File: src/rtl/gccs_pkg.sv
`default_nettype none
package gccs_pkg;

  localparam int NUM_DENOMS_DEF = 6;
  localparam int DENOM_REGS     = 6;
  localparam int VAL_W          = 16;
  localparam int SLOT_W         = 3;
  localparam int OP_W           = 2;
  localparam int ST_W           = 2;
  localparam int CFG_AW         = 5;
  localparam int CFG_DW         = 32;
  localparam int IN_TDATA_W     = 40;
  localparam int OUT_TDATA_W    = 24;

  localparam logic [VAL_W-1:0] RESTOCK_STEP = 16'd10;

  // reset denominations, entry 0 in the lowest bits
  localparam logic [DENOM_REGS-1:0][VAL_W-1:0] DENOM_RST = {
    16'd5, 16'd10, 16'd20, 16'd50, 16'd100, 16'd200
  };

  typedef enum logic [OP_W-1:0] {
    OP_CHANGE  = 2'd0,
    OP_RESTOCK = 2'd1,
    OP_SET     = 2'd2,
    OP_NONE    = 2'd3
  } opcode_e;

  typedef enum logic [ST_W-1:0] {
    ST_EXACT    = 2'd0,
    ST_NO_STOCK = 2'd1,
    ST_NO_EXACT = 2'd2
  } status_e;

  typedef enum logic [2:0] {
    REG_USE_STOCK  = 3'd0,
    REG_NUM_DENOMS = 3'd1,
    REG_DENOM_0    = 3'd2,
    REG_DENOM_1    = 3'd3,
    REG_DENOM_2    = 3'd4,
    REG_DENOM_3    = 3'd5,
    REG_DENOM_4    = 3'd6,
    REG_DENOM_5    = 3'd7
  } reg_e;

  typedef enum logic [2:0] {
    S_IDLE,
    S_WALK,
    S_DIV,
    S_CHECK,
    S_EMIT
  } state_e;

  typedef struct packed {
    logic start;
    logic restock;
    logic set_stock;
    logic skip;
    logic div_start;
    logic div_step;
    logic check;
    logic finish;
    logic emit;
  } cmd_t;

  typedef struct packed {
    logic walk_done;
    logic denom_zero;
    logic div_last;
    logic over_stock;
    logic emit_last;
    logic out_free;
  } stat_t;

endpackage
`default_nettype wire

File: src/rtl/gccs_ctrl.sv
`default_nettype none
module gccs_ctrl (
  input  wire logic           clk_i,
  input  wire logic           rst_ni,
  input  wire logic           s_valid_i,
  input  wire gccs_pkg::opcode_e opcode_i,
  output logic                s_ready_o,
  input  wire gccs_pkg::stat_t   stat_i,
  output gccs_pkg::cmd_t      cmd_o
);
  import gccs_pkg::*;

  state_e state_q, state_d;

  always_ff @(posedge clk_i or negedge rst_ni) begin
    if (!rst_ni) begin
      state_q <= S_IDLE;
    end else begin
      state_q <= state_d;
    end
  end

  always_comb begin
    state_d   = state_q;
    cmd_o     = '0;
    s_ready_o = 1'b0;
    unique case (state_q)
      S_IDLE: begin
        s_ready_o = 1'b1;
        if (s_valid_i) begin
          unique case (opcode_i)
            OP_CHANGE: begin
              cmd_o.start = 1'b1;
              state_d     = S_WALK;
            end
            OP_RESTOCK: cmd_o.restock   = 1'b1;
            OP_SET:     cmd_o.set_stock = 1'b1;
            OP_NONE:    ;
            default:    ;
          endcase
        end
      end
      S_WALK: begin
        priority if (stat_i.walk_done) begin
          cmd_o.finish = 1'b1;
          state_d      = S_EMIT;
        end else if (stat_i.denom_zero) begin
          cmd_o.skip = 1'b1;
        end else begin
          cmd_o.div_start = 1'b1;
          state_d         = S_DIV;
        end
      end
      S_DIV: begin
        cmd_o.div_step = 1'b1;
        if (stat_i.div_last) state_d = S_CHECK;
      end
      S_CHECK: begin
        cmd_o.check = 1'b1;
        state_d     = stat_i.over_stock ? S_EMIT : S_WALK;
      end
      S_EMIT: begin
        if (stat_i.out_free) begin
          cmd_o.emit = 1'b1;
          if (stat_i.emit_last) state_d = S_IDLE;
        end
      end
      default: state_d = S_IDLE;
    endcase
  end

endmodule
`default_nettype wire

File: src/rtl/gccs_dp.sv
`default_nettype none
module gccs_dp #(
  parameter int NUM_DENOMS = gccs_pkg::NUM_DENOMS_DEF
) (
  input  wire logic                                         clk_i,
  input  wire logic                                         rst_ni,
  input  wire logic                                         use_stock_i,
  input  wire logic [gccs_pkg::SLOT_W-1:0]                  n_i,
  input  wire logic [NUM_DENOMS-1:0][gccs_pkg::VAL_W-1:0]   denoms_i,
  input  wire logic [gccs_pkg::VAL_W-1:0]                   amount_i,
  input  wire logic [gccs_pkg::SLOT_W-1:0]                  sel_i,
  input  wire logic [gccs_pkg::VAL_W-1:0]                   sval_i,
  input  wire gccs_pkg::cmd_t                               cmd_i,
  output gccs_pkg::stat_t                                   stat_o,
  output logic                                              m_valid_o,
  input  wire logic                                         m_ready_i,
  output logic [gccs_pkg::SLOT_W-1:0]                       m_slot_o,
  output logic [gccs_pkg::VAL_W-1:0]                        m_count_o,
  output logic [gccs_pkg::ST_W-1:0]                         m_status_o,
  output logic                                              m_last_o
);
  import gccs_pkg::*;

  localparam int CW   = $clog2(NUM_DENOMS + 1);
  localparam int IW   = (NUM_DENOMS > 1) ? $clog2(NUM_DENOMS) : 1;
  localparam int DCW  = $clog2(VAL_W);
  localparam logic [SLOT_W-1:0] NMAX = SLOT_W'(NUM_DENOMS);

  logic [VAL_W-1:0]  stock_q [NUM_DENOMS];
  logic [VAL_W-1:0]  counts_q [NUM_DENOMS];
  logic [CW-1:0]     idx_q;
  logic [IW-1:0]     ix;
  logic [VAL_W-1:0]  rem_q;
  logic [VAL_W-1:0]  r_q, r_d;
  logic [VAL_W-1:0]  q_q;
  logic [DCW-1:0]    cnt_q;
  status_e           status_q;
  logic              out_valid_q;
  logic [SLOT_W-1:0] out_slot_q;
  logic [VAL_W-1:0]  out_count_q;
  status_e           out_status_q;
  logic              out_last_q;

  logic [VAL_W-1:0]  denom_cur;
  logic [VAL_W:0]    r_sh;
  logic              r_ge;
  logic              commit;

  assign ix        = idx_q[IW-1:0];
  assign denom_cur = denoms_i[ix];
  assign r_sh      = {r_q, q_q[VAL_W-1]};
  assign r_ge      = r_sh >= {1'b0, denom_cur};
  assign r_d       = r_ge ? VAL_W'(r_sh - {1'b0, denom_cur}) : r_sh[VAL_W-1:0];
  assign commit    = use_stock_i && (status_q == ST_EXACT);

  always_comb begin
    stat_o.walk_done  = (SLOT_W'(idx_q) == n_i) || (rem_q == '0);
    stat_o.denom_zero = denom_cur == '0;
    stat_o.div_last   = cnt_q == DCW'(VAL_W - 1);
    stat_o.over_stock = use_stock_i && (q_q > stock_q[ix]);
    stat_o.emit_last  = SLOT_W'(idx_q) == (n_i - SLOT_W'(1));
    stat_o.out_free   = !out_valid_q || m_ready_i;
  end

  // coin stock
  always_ff @(posedge clk_i or negedge rst_ni) begin
    if (!rst_ni) begin
      for (int k = 0; k < NUM_DENOMS; k++) stock_q[k] <= '0;
    end else begin
      priority if (cmd_i.restock) begin
        for (int k = 0; k < NUM_DENOMS; k++) begin
          stock_q[k] <= (stock_q[k] > ('1 - RESTOCK_STEP)) ? '1 : stock_q[k] + RESTOCK_STEP;
        end
      end else if (cmd_i.set_stock) begin
        if (sel_i < NMAX) stock_q[sel_i[IW-1:0]] <= sval_i;
      end else if (cmd_i.emit && commit) begin
        stock_q[ix] <= stock_q[ix] - counts_q[ix];
      end else begin
      end
    end
  end

  // control counters
  always_ff @(posedge clk_i or negedge rst_ni) begin
    if (!rst_ni) begin
      idx_q       <= '0;
      cnt_q       <= '0;
      out_valid_q <= 1'b0;
    end else begin
      priority if (cmd_i.start || cmd_i.finish || (cmd_i.check && stat_o.over_stock)) begin
        idx_q <= '0;
      end else if (cmd_i.skip || cmd_i.check || cmd_i.emit) begin
        idx_q <= idx_q + CW'(1);
      end else begin
      end
      if (cmd_i.div_start) cnt_q <= '0;
      else if (cmd_i.div_step) cnt_q <= cnt_q + DCW'(1);
      if (cmd_i.emit) out_valid_q <= 1'b1;
      else if (m_ready_i) out_valid_q <= 1'b0;
    end
  end

  // walk and divider payload
  always_ff @(posedge clk_i) begin
    if (cmd_i.start) begin
      rem_q    <= amount_i;
      status_q <= ST_EXACT;
      for (int k = 0; k < NUM_DENOMS; k++) counts_q[k] <= '0;
    end
    if (cmd_i.div_start) begin
      r_q <= '0;
      q_q <= rem_q;
    end
    if (cmd_i.div_step) begin
      r_q <= r_d;
      q_q <= {q_q[VAL_W-2:0], r_ge};
    end
    if (cmd_i.check) begin
      if (stat_o.over_stock) begin
        status_q <= ST_NO_STOCK;
      end else begin
        counts_q[ix] <= q_q;
        rem_q        <= r_q;
      end
    end
    if (cmd_i.finish) status_q <= (rem_q != '0) ? ST_NO_EXACT : ST_EXACT;
    if (cmd_i.emit) begin
      out_slot_q   <= SLOT_W'(idx_q);
      out_count_q  <= (status_q == ST_EXACT) ? counts_q[ix] : '0;
      out_status_q <= status_q;
      out_last_q   <= stat_o.emit_last;
    end
  end

  assign m_valid_o  = out_valid_q;
  assign m_slot_o   = out_slot_q;
  assign m_count_o  = out_count_q;
  assign m_status_o = out_status_q;
  assign m_last_o   = out_last_q;

  a_div_rem_below: assert property (@(posedge clk_i) disable iff (!rst_ni)
    cmd_i.check |-> (r_q < denom_cur))
    else $error("divider remainder not below denomination");

  a_fail_status: assert property (@(posedge clk_i) disable iff (!rst_ni)
    (cmd_i.check && stat_o.over_stock) |=> (status_q == ST_NO_STOCK))
    else $error("stock failure not recorded");

  a_no_underflow: assert property (@(posedge clk_i) disable iff (!rst_ni)
    (cmd_i.emit && commit) |-> (counts_q[ix] <= stock_q[ix]))
    else $error("stock consumption underflows");

  a_exact_rem_zero: assert property (@(posedge clk_i) disable iff (!rst_ni)
    (cmd_i.emit && (status_q == ST_EXACT)) |-> (rem_q == '0))
    else $error("exact status with nonzero remainder");

endmodule
`default_nettype wire

File: src/rtl/greedy_coin_change_with_stock_top.sv
// greedy change maker with per-denomination coin stock
// input stream s_axis: tuser carries the opcode (change, restock, set stock, none),
// tdata carries amount, slot_select and stock_value. a change request returns one
// word per denomination in use on m_axis: tdata holds slot and coin count, tuser
// the status, tlast marks the last denomination. restock and set requests return
// nothing.
// configuration over apb: use_stock, num_denoms, denom_0..denom_5 at 4*i, pready high.
// a change request walks the denominations in order; each one takes a setup step,
// a bit-serial restoring divider and a stock check, and a zero denomination is
// skipped. then one word per denomination leaves through the output register.
// one request is worked on at a time; tready is high only between requests.
// the output register holds its word while m_axis_tready is low and the emit
// phase pauses; the next request is taken while the final word still waits.
// reset clears the stock to zero and loads the default configuration
// (stock off, six denominations 200, 100, 50, 20, 10, 5).
`default_nettype none
module greedy_coin_change_with_stock_top #(
  parameter int NUM_DENOMS = gccs_pkg::NUM_DENOMS_DEF
) (
  input  wire logic                               clk_i,
  input  wire logic                               rst_ni,
  input  wire logic                               s_axis_tvalid,
  output logic                                    s_axis_tready,
  // amount[15:0], slot_select[18:16], stock_value[34:19], zero fill
  input  wire logic [gccs_pkg::IN_TDATA_W-1:0]    s_axis_tdata,
  // opcode[1:0]
  input  wire logic [gccs_pkg::OP_W-1:0]          s_axis_tuser,
  output logic                                    m_axis_tvalid,
  input  wire logic                               m_axis_tready,
  // slot[2:0], coin_count[18:3], zero fill
  output logic [gccs_pkg::OUT_TDATA_W-1:0]        m_axis_tdata,
  // status[1:0]
  output logic [gccs_pkg::ST_W-1:0]               m_axis_tuser,
  output logic                                    m_axis_tlast,
  input  wire logic                               psel,
  input  wire logic                               penable,
  input  wire logic                               pwrite,
  input  wire logic [gccs_pkg::CFG_AW-1:0]        paddr,
  input  wire logic [gccs_pkg::CFG_DW-1:0]        pwdata,
  output logic [gccs_pkg::CFG_DW-1:0]             prdata,
  output logic                                    pready
);
  import gccs_pkg::*;

  localparam logic [SLOT_W-1:0] NMAX = SLOT_W'(NUM_DENOMS);

  logic                                  use_stock_q;
  logic [SLOT_W-1:0]                     num_denoms_q;
  logic [DENOM_REGS-1:0][VAL_W-1:0]      denom_q;
  logic [SLOT_W-1:0]                     n_eff;
  reg_e                                  reg_sel;
  cmd_t                                  cmd;
  stat_t                                 stat;
  logic [SLOT_W-1:0]                     out_slot;
  logic [VAL_W-1:0]                      out_count;

  assign reg_sel = reg_e'(paddr[CFG_AW-1:2]);
  assign pready  = 1'b1;

  always_ff @(posedge clk_i or negedge rst_ni) begin
    if (!rst_ni) begin
      use_stock_q  <= 1'b0;
      num_denoms_q <= SLOT_W'(DENOM_REGS);
      denom_q      <= DENOM_RST;
    end else if (psel && penable && pwrite && pready) begin
      unique case (reg_sel)
        REG_USE_STOCK:  use_stock_q  <= pwdata[0];
        REG_NUM_DENOMS: num_denoms_q <= pwdata[SLOT_W-1:0];
        REG_DENOM_0:    denom_q[0]   <= pwdata[VAL_W-1:0];
        REG_DENOM_1:    denom_q[1]   <= pwdata[VAL_W-1:0];
        REG_DENOM_2:    denom_q[2]   <= pwdata[VAL_W-1:0];
        REG_DENOM_3:    denom_q[3]   <= pwdata[VAL_W-1:0];
        REG_DENOM_4:    denom_q[4]   <= pwdata[VAL_W-1:0];
        REG_DENOM_5:    denom_q[5]   <= pwdata[VAL_W-1:0];
        default:        ;
      endcase
    end
  end

  always_comb begin
    unique case (reg_sel)
      REG_USE_STOCK:  prdata = CFG_DW'(use_stock_q);
      REG_NUM_DENOMS: prdata = CFG_DW'(num_denoms_q);
      REG_DENOM_0:    prdata = CFG_DW'(denom_q[0]);
      REG_DENOM_1:    prdata = CFG_DW'(denom_q[1]);
      REG_DENOM_2:    prdata = CFG_DW'(denom_q[2]);
      REG_DENOM_3:    prdata = CFG_DW'(denom_q[3]);
      REG_DENOM_4:    prdata = CFG_DW'(denom_q[4]);
      REG_DENOM_5:    prdata = CFG_DW'(denom_q[5]);
      default:        prdata = '0;
    endcase
  end

  // zero acts as one, above the build size acts as the build size
  always_comb begin
    priority if (num_denoms_q == '0) n_eff = SLOT_W'(1);
    else if (num_denoms_q > NMAX)    n_eff = NMAX;
    else                             n_eff = num_denoms_q;
  end

  gccs_ctrl u_ctrl (
    .clk_i     (clk_i),
    .rst_ni    (rst_ni),
    .s_valid_i (s_axis_tvalid),
    .opcode_i  (opcode_e'(s_axis_tuser)),
    .s_ready_o (s_axis_tready),
    .stat_i    (stat),
    .cmd_o     (cmd)
  );

  gccs_dp #(
    .NUM_DENOMS (NUM_DENOMS)
  ) u_dp (
    .clk_i       (clk_i),
    .rst_ni      (rst_ni),
    .use_stock_i (use_stock_q),
    .n_i         (n_eff),
    .denoms_i    (denom_q[NUM_DENOMS-1:0]),
    .amount_i    (s_axis_tdata[VAL_W-1:0]),
    .sel_i       (s_axis_tdata[VAL_W+SLOT_W-1:VAL_W]),
    .sval_i      (s_axis_tdata[2*VAL_W+SLOT_W-1:VAL_W+SLOT_W]),
    .cmd_i       (cmd),
    .stat_o      (stat),
    .m_valid_o   (m_axis_tvalid),
    .m_ready_i   (m_axis_tready),
    .m_slot_o    (out_slot),
    .m_count_o   (out_count),
    .m_status_o  (m_axis_tuser),
    .m_last_o    (m_axis_tlast)
  );

  assign m_axis_tdata = {(OUT_TDATA_W - VAL_W - SLOT_W)'(0), out_count, out_slot};

endmodule
`default_nettype wire

File: config.mk
export PLATFORM = sky130hd
export DESIGN_NAME = greedy_coin_change_with_stock_top
export DESIGN_NICKNAME = d
export VERILOG_FILES = /design/src/rtl/gccs_pkg.sv /design/src/rtl/gccs_ctrl.sv /design/src/rtl/gccs_dp.sv /design/src/rtl/greedy_coin_change_with_stock_top.sv
export SDC_FILE = /design/constraint.sdc
export NUM_CORES = 1
export LEC_CHECK = 0
export BUFFER_PORTS_ARGS = -buffer_cell sky130_fd_sc_hd__buf_2
export CAP_MARGIN = 10
export CORE_MARGIN = 1
export CORE_UTILIZATION = 42
export CTS_CLUSTER_SIZE = 14
export DETAILED_ROUTE_END_ITERATION = 10
export PLACE_DENSITY_LB_ADDON = 0.15
export SYNTH_ARGS = -nofsm -noshare
export SYNTH_HDL_FRONTEND = slang
export SYNTH_SLANG_ARGS = --single-unit
File: constraint.sdc
create_clock -name clk_i -period 5.45 [get_ports clk_i]
set_clock_uncertainty 0.2 [all_clocks]
set_input_delay 0.545 -clock clk_i [delete_from_list [all_inputs] [get_ports clk_i]]
set_output_delay 0.545 -clock clk_i [all_outputs]
set_load 0.05 [all_outputs]
# ---- After elaboration in Yosys (flattened, before gate mapping)
# Memory sizes are Yosys's and may differ from the RTL's.
# Index checks and enable logic that the tools add are counted.
dict set report totals {
  register_bits 279
  ram_bits 96
  latch_bits 0
  elab_cells 192
  mem_bits_ro 0
  input_bits 86
  n_memories 1
}
dict set report classes {
  bitwise_logic 2
  n_mul 0
  addsub 11
  reduce_logical 38
  n_eq_ne 23
  n_mux 76
  magnitude_cmp 15
  n_shift 0
  n_div 0
}
# memory words word_bits read_ports rd_clocked_by_memory_dff write_ports line
set memory_table {}
lappend memory_table {u_dp.counts_q 6 16 1 0 6 gccs_dp.sv:30} ;# logic [VAL_W-1:0] counts_q [NUM_DENOMS];
# operator count
set op_table {}
lappend op_table {{$mux 96} 4}
lappend op_table {{$mux 16} 20}
lappend op_table {{$pmux 32 s8} 1}
lappend op_table {{$bwmux 96} 2}
lappend op_table {{$add 16x4->16 const B} 6}
lappend op_table {{$bmux 16 s3} 2}
lappend op_table {{$demux 16 s3} 2}
lappend op_table {{$gt 16x16->1 const B} 6}
lappend op_table {{$mux 3} 15}
lappend op_table {{$logic_not 16->1} 2}
lappend op_table {{$sub 16x16->16} 2}
lappend op_table {{$mux 1} 20}
lappend op_table {{$reduce_and 2->1} 9}
lappend op_table {{$ge 17x16->1} 1}
lappend op_table {{$gt 16x16->1} 1}
lappend op_table {{$reduce_bool 16->1} 1}
lappend op_table {{$reduce_or 16->1} 1}
lappend op_table {{$eq 3x3->1 const B} 5}
lappend op_table {{$pmux 3 s5} 1}
lappend op_table {{$mux 2} 7}
lappend op_table {{$eq 3x2->1 const B} 4}
lappend op_table {{$ne 2x2->1 const B} 5}
lappend op_table {{$logic_not 3->1} 3}
lappend op_table {{$ge 4x4->1 const B} 2}
lappend op_table {{other kinds (23)} 43}

# ---- Logic depth before layout (Yosys ltp)
dict set report logic_depth {
  depth_word 11
  ltp_mapped 21
  depth_no_buf 15
}

# ---- Modules after synthesis
# A second synthesis with hierarchy kept.
dict set report unflattened {
  hier_cells 2337
  hier_area_um2 24111.9
}
# mod area_each_um2 cells_each n_inst
set by_module_without_submodules {}
lappend by_module_without_submodules {gccs_dp 18941.9 1946 1}
lappend by_module_without_submodules {greedy_coin_change_with_stock_top 4913.5 362 1}
lappend by_module_without_submodules {gccs_ctrl 256.5 29 1}

# ---- Worst setup path before layout
# OpenSTA, ideal clock, no wires.
dict set report synth_timing {
  path_type {register -> register}
  from {reg u_dp.idx_q[1]}
  to {reg u_dp.stock_q[45] (netlist name)}
  path_buffers 5
  setup_slack_ns 0.443
  arrival_time_ns 4.672
  required_ns 5.115
  setup_ns 0.135
  path_stages_with_launch 17
  period_less_slack_ns 5.007
  path_cell_list {dfrtp_1 buf_4 buf_2 buf_2 buf_1 buf_1 mux4_2 a221oi_1 ha_1 nor2b_1 o31a_1 o2111a_1 or3_1 a41oi_1 xnor2_1 a221oi_1 a21oi_1}
}
dict set report synth_between {
  elab_chain_len 9
  word_cells_on_any_way 15
}
# element line
set synth_lines {}
lappend synth_lines {{from (decl)} gccs_dp.sv:31} ;# logic [CW-1:0] idx_q;
lappend synth_lines {{from (signal assigned)} gccs_dp.sv:93} ;# idx_q <= idx_q + CW'(1);
lappend synth_lines {{$not 3->4 (implied by the code)} gccs_dp.sv:77} ;# stock_q[ix] <= stock_q[ix] - counts_q[ix];
lappend synth_lines {{$bmux 16 s3, or another cell as far along} gccs_dp.sv:77}
lappend synth_lines {{$mux 16 (implied by the code) / $logic_and 1x1->1 (equally long branches)} gccs_dp.sv:77}
lappend synth_lines {{$mux 16 (implied by the code)} gccs_dp.sv:77}
lappend synth_lines {{$sub 16x16->16 / $demux 16 s3 (equally long branches)} gccs_dp.sv:77}
lappend synth_lines {{$bwmux 96 (*)} gccs_dp.sv:77}
lappend synth_lines {{$mux 96 (*)} gccs_dp.sv:76} ;# end else if (cmd_i.emit && commit) begin
lappend synth_lines {{$mux 96 (*)} gccs_dp.sv:74} ;# end else if (cmd_i.set_stock) begin
lappend synth_lines {{$mux 96 (*)} gccs_dp.sv:70} ;# priority if (cmd_i.restock) begin
lappend synth_lines {{to (signal, indexed assignment)} gccs_dp.sv:72} ;# stock_q[k] <= (stock_q[k] > ('1 - RESTOCK_STEP)) ? '1 : stock_q[k] + RESTOCK_STEP;
lappend synth_lines {{to (signal, indexed assignment)} gccs_dp.sv:75} ;# if (sel_i < NMAX) stock_q[sel_i[IW-1:0]] <= sval_i;
lappend synth_lines {{to (signal, indexed assignment)} gccs_dp.sv:77}
lappend synth_lines {{to (decl)} gccs_dp.sv:29} ;# logic [VAL_W-1:0] stock_q [NUM_DENOMS];
# Every way passes the cells marked *; elsewhere a longest branch is shown, timed or not. The select of a mux whose other input is x is not followed.
# A chain may end at the register's enable or synchronous reset.

# ---- Worst setup path in the final report
dict set report layout_timing {
  from {reg u_dp.idx_q[0]}
  to {reg u_dp.stock_q[61] (netlist name)}
}
# Same word-level chain as after synthesis.

==> impl_metrics.json <==
{
  "status": "complete, no violations",
  "synth-seq-area-share": 0.463,
  "p_comb_frac": 0.535,
  "htree_num_levels": 2,
  "ff2ff_path_depth": 14,
  "cap_violations": 0,
  "fmax_mhz": 196,
  "synth_cells": 2380,
  "rr_endpoint": "u_dp.stock_q[61]$_DFFE_PN0P_",
  "dp_worst_setup_slack_ns": 0.386,
  "ys.flop_type": "dfrtp_1",
  "avgSynthCellArea_um2": 10.0,
  "wire_per_inst_um": 24.7,
  "hold_path_end": "u_dp.rem_q[13]$_DFF_P_",
  "gp_congestion": 0.971,
  "first_pass_iters": 6,
  "top_layer": "met5",
  "relSlewSlack": 0.135,
  "worst_pin_slew_ns": 1.29,
  "cts_buffers": 48,
  "ys_async_sr_fraction": 0.509,
  "track_usage": 0.279,
  "yosys_warnings": 0,
  "critical_path_class": "flip-flop to flip-flop",
  "grt_max_degree": 108,
  "hp-start": "s_axis_tdata[13]",
  "core_mm2": 0.0555,
  "fin_ws_ns": 0.336,
  "synth-edff-count": 182,
  "finalSetupTns_ns": 0,
  "grt_overflow": 0,
  "switching_share": 0.473,
  "synthToLayoutAreaGrowth_pct": 12.9,
  "power_density_mw_per_mm2": 671,
  "layout_commonest_cell": "nand2_1",
  "intPower_mw": 9.50,
  "drtAntennaViolNets": 0,
  "peakVddDrop_v": 0.000775,
  "min_period_ns": 5.11,
  "synth_top_area_cell": "edfxtp_1",
  "cts_sinks": 407,
  "fp.dieW_um": 240,
  "nets": 2613,
  "dieHeight_um": 240,
  "clockBufferDepth": 3,
  "synth_area_leaders": "edfxtp_1 23%, dfrtp_1 20%, mux2_2 5.2%",
  "die_area_mm2": 0.0577,
  "dp_hpwl_um": 54800,
  "route.vias.total": 19800,
  "syn_area_mm2": 0.0238,
  "end_kind": "flip-flop",
  "cts_resized": 0,
  "arrival_ns": 5.37,
  "grt_pass1_vias": 18900,
  "ios": 148,
  "clk_latency_ns": 0.60,
  "avgViaCountPerCell": 6.09,
  "p_seq_frac": 0.289,
  "r2r-start": "u_dp.idx_q[0]$_DFFE_PN0P_",
  "cts_setup_buffers": 0,
  "start_kind": "flip-flop",
  "cts_tree": "done",
  "setup_viol": 0,
  "clkPwrFrac": 0.176,
  "whs_ns": 0.0278,
  "rows": 86,
  "start_util": 0.429,
  "p_leak_nw": 11.0,
  "hp-class": "input pin to flip-flop",
  "synth_top_area_share": 0.229,
  "cts_root_buf": "clkbuf_16",
  "worstPathRequired_ns": 5.71,
  "synth-seq-cells": 407,
  "drtIter0Drc": 2245,
  "finalPower_mw": 18.0,
  "min_path_cells": 3,
  "drc_errors": 0,
  "drt-total-wl_um": 80300,
  "routedLengthMet1_um": 33200,
  "grt_pass1_wl_um": 120000,
  "io_buffers": 102,
  "ys_types": 87,
  "rsz0062_at_grt": "false",
  "antenna_found_initial": 2,
  "layout_common_cells": "247 x nand2_1, 221 x nor2_1, 187 x dfrtp_1",
  "slew_viol_final": 0,
  "power_switching_mw": 8.54,
  "fin_crit_sh": 0.938,
  "dr_wl_met2_um": 37000,
  "regToRegSetupSlack_ns": 0.34,
  "clk_pin_slew_worst_paths_ns": 0.06,
  "hold_violations": 0,
  "crit_fanout": 24,
  "wl_met3_um": 6280,
  "drive_gt1_frac": 0.181
}
## cell families after synthesis
family | Yosys count | synth area share
other | 2 | 0.000315
and+or+nand+nor | 741 | 0.144
xor gates and xnor gates | 59 | 0.0217
buffers and inverters | 241 | 0.0434
adders and majority gates | 59 | 0.0315
muxes | 246 | 0.125
DFF | 407 | 0.463
AOI/OAI and AO/OA | 625 | 0.171
## critical path: stages, from the launching register on
cell      delay (ns)
dfrtp_4         0.67
buf_4           0.31
nor3_1          0.58
a22oi_1         0.18
and3_1          0.27
inv_1           0.12
ha_1            0.23
nor2b_1         0.15
o31a_1          0.30
o2111a_1        0.29
or3_1           0.42
a41oi_1         0.26
xnor2_1         0.40
a221oi_1        0.47
o21ai_1         0.11
## per-stage QoR
step / utilization / area [um2] / std cells
final: 0.485 / 26900 / 3251
after global routing: 0.485 / 26900 / 3250
after CTS: 0.485 / 26900 / 3250
after detailed placement: 0.457 / 25400 / 3166
after global placement: 0.457 / 25400 / 3166
after floorplan: - / 23900 / 2400
## state kept, by name, indices dropped and copies added, names as in the netlist, 3 cells and up
name            cells
denom_q            96
num_denoms_q        3
u_ctrl.state_q      3
u_dp.cnt_q          4
u_dp.counts_q     128
u_dp.idx_q          3
u_dp.m_count_o     16
u_dp.m_slot_o       3
u_dp.q_q           16
u_dp.r_q           16
u_dp.rem_q         16
u_dp.stock_q       96
## Yosys cell counts, types with 11 or more instances
| cell type | number |
|---|---|
| a31oi_1 | 25 |
| a21o_1 | 17 |
| or3_1 | 14 |
| nand3_1 | 60 |
| buf_2 | 22 |
| mux2i_1 | 99 |
| edfxtp_1 | 182 |
| dfrtp_1 | 190 |
| nor2_1 | 223 |
| a21oi_1 | 173 |
| xor2_1 | 22 |
| dfstp_2 | 17 |
| nand2b_1 | 14 |
| and3_1 | 58 |
| o21ai_0 | 150 |
| nand3b_1 | 11 |
| nor3_1 | 32 |
| nor2b_1 | 18 |
| nand2_1 | 248 |
| a211oi_1 | 14 |
| a22oi_1 | 40 |
| ha_1 | 56 |
| buf_1 | 20 |
| a221o_1 | 24 |
| dfxtp_1 | 18 |
| clkbuf_1 | 111 |
| buf_4 | 23 |
| xnor2_1 | 37 |
| inv_1 | 63 |
| mux2_2 | 111 |
| a221oi_1 | 58 |
| nand4_1 | 19 |
| mux4_2 | 29 |
| o21a_1 | 20 |
## layout make-up
class | count | area, um2
clock buffers | 66 | 1350
repair buffers | 197 | 1270
well taps | 748 | 936
flip-flops and latches | 407 | 11000
diodes | 1 | 2.50
inverters | 63 | 236
multi-input cells | 1752 | 11900
clock inverters | 17 | 174
fillers | 5239 | 28600
## metal layers
metal | track usage | vias up
met2 | 0.442 | 876
met4 | 0.122 | 2
met3 | 0.0501 | 220
met5 | 0 | -
li1 | - | 9001
met1 | 0.373 | 9707
## worst max-delay path by stage
| stage | start | endpoint | slack (ns) | depth (start not counted) |
|---|---|---|---|---|
| global route | u_dp.idx_q[1]$_DFFE_PN0P_ | u_dp.r_q[9]$_SDFFCE_PN0P_ | 0.1 | 13 |
| floorplan | u_dp.idx_q[1]$_DFFE_PN0P_ | u_dp.stock_q[45]$_DFFE_PN0P_ | 0.44 | 16 |
| CTS | u_dp.idx_q[1]$_DFFE_PN0P_ | u_dp.stock_q[61]$_DFFE_PN0P_ | 0.36 | 13 |
| finish | u_dp.idx_q[0]$_DFFE_PN0P_ | u_dp.stock_q[61]$_DFFE_PN0P_ | 0.34 | 14 |
| global placement | u_dp.idx_q[1]$_DFFE_PN0P_ | u_dp.stock_q[61]$_DFFE_PN0P_ | 0.44 | 13 |
| detailed placement | u_dp.idx_q[1]$_DFFE_PN0P_ | u_dp.stock_q[61]$_DFFE_PN0P_ | 0.39 | 13 |
## repair_timing
| action | CTS | global route |
|---|---|---|
| hold endpoints to repair | 103 | 0 |
| setup endpoints to repair | 0 | 0 |
| hold buffers | 1 | 0 |
## power by group through the flow
stage / clock network (mW) / registers, mW / logic, mW
after floorplan: 0 / 4.77 / 5.95
after global placement: 0 / 5.20 / 9.32
after detailed placement: 0 / 5.22 / 9.45
after CTS: 3.23 / 5.17 / 9.48
after global routing: 3.35 / 5.29 / 10.3
final: 3.19 / 5.21 / 9.65
(Power assumes the default switching activity.)
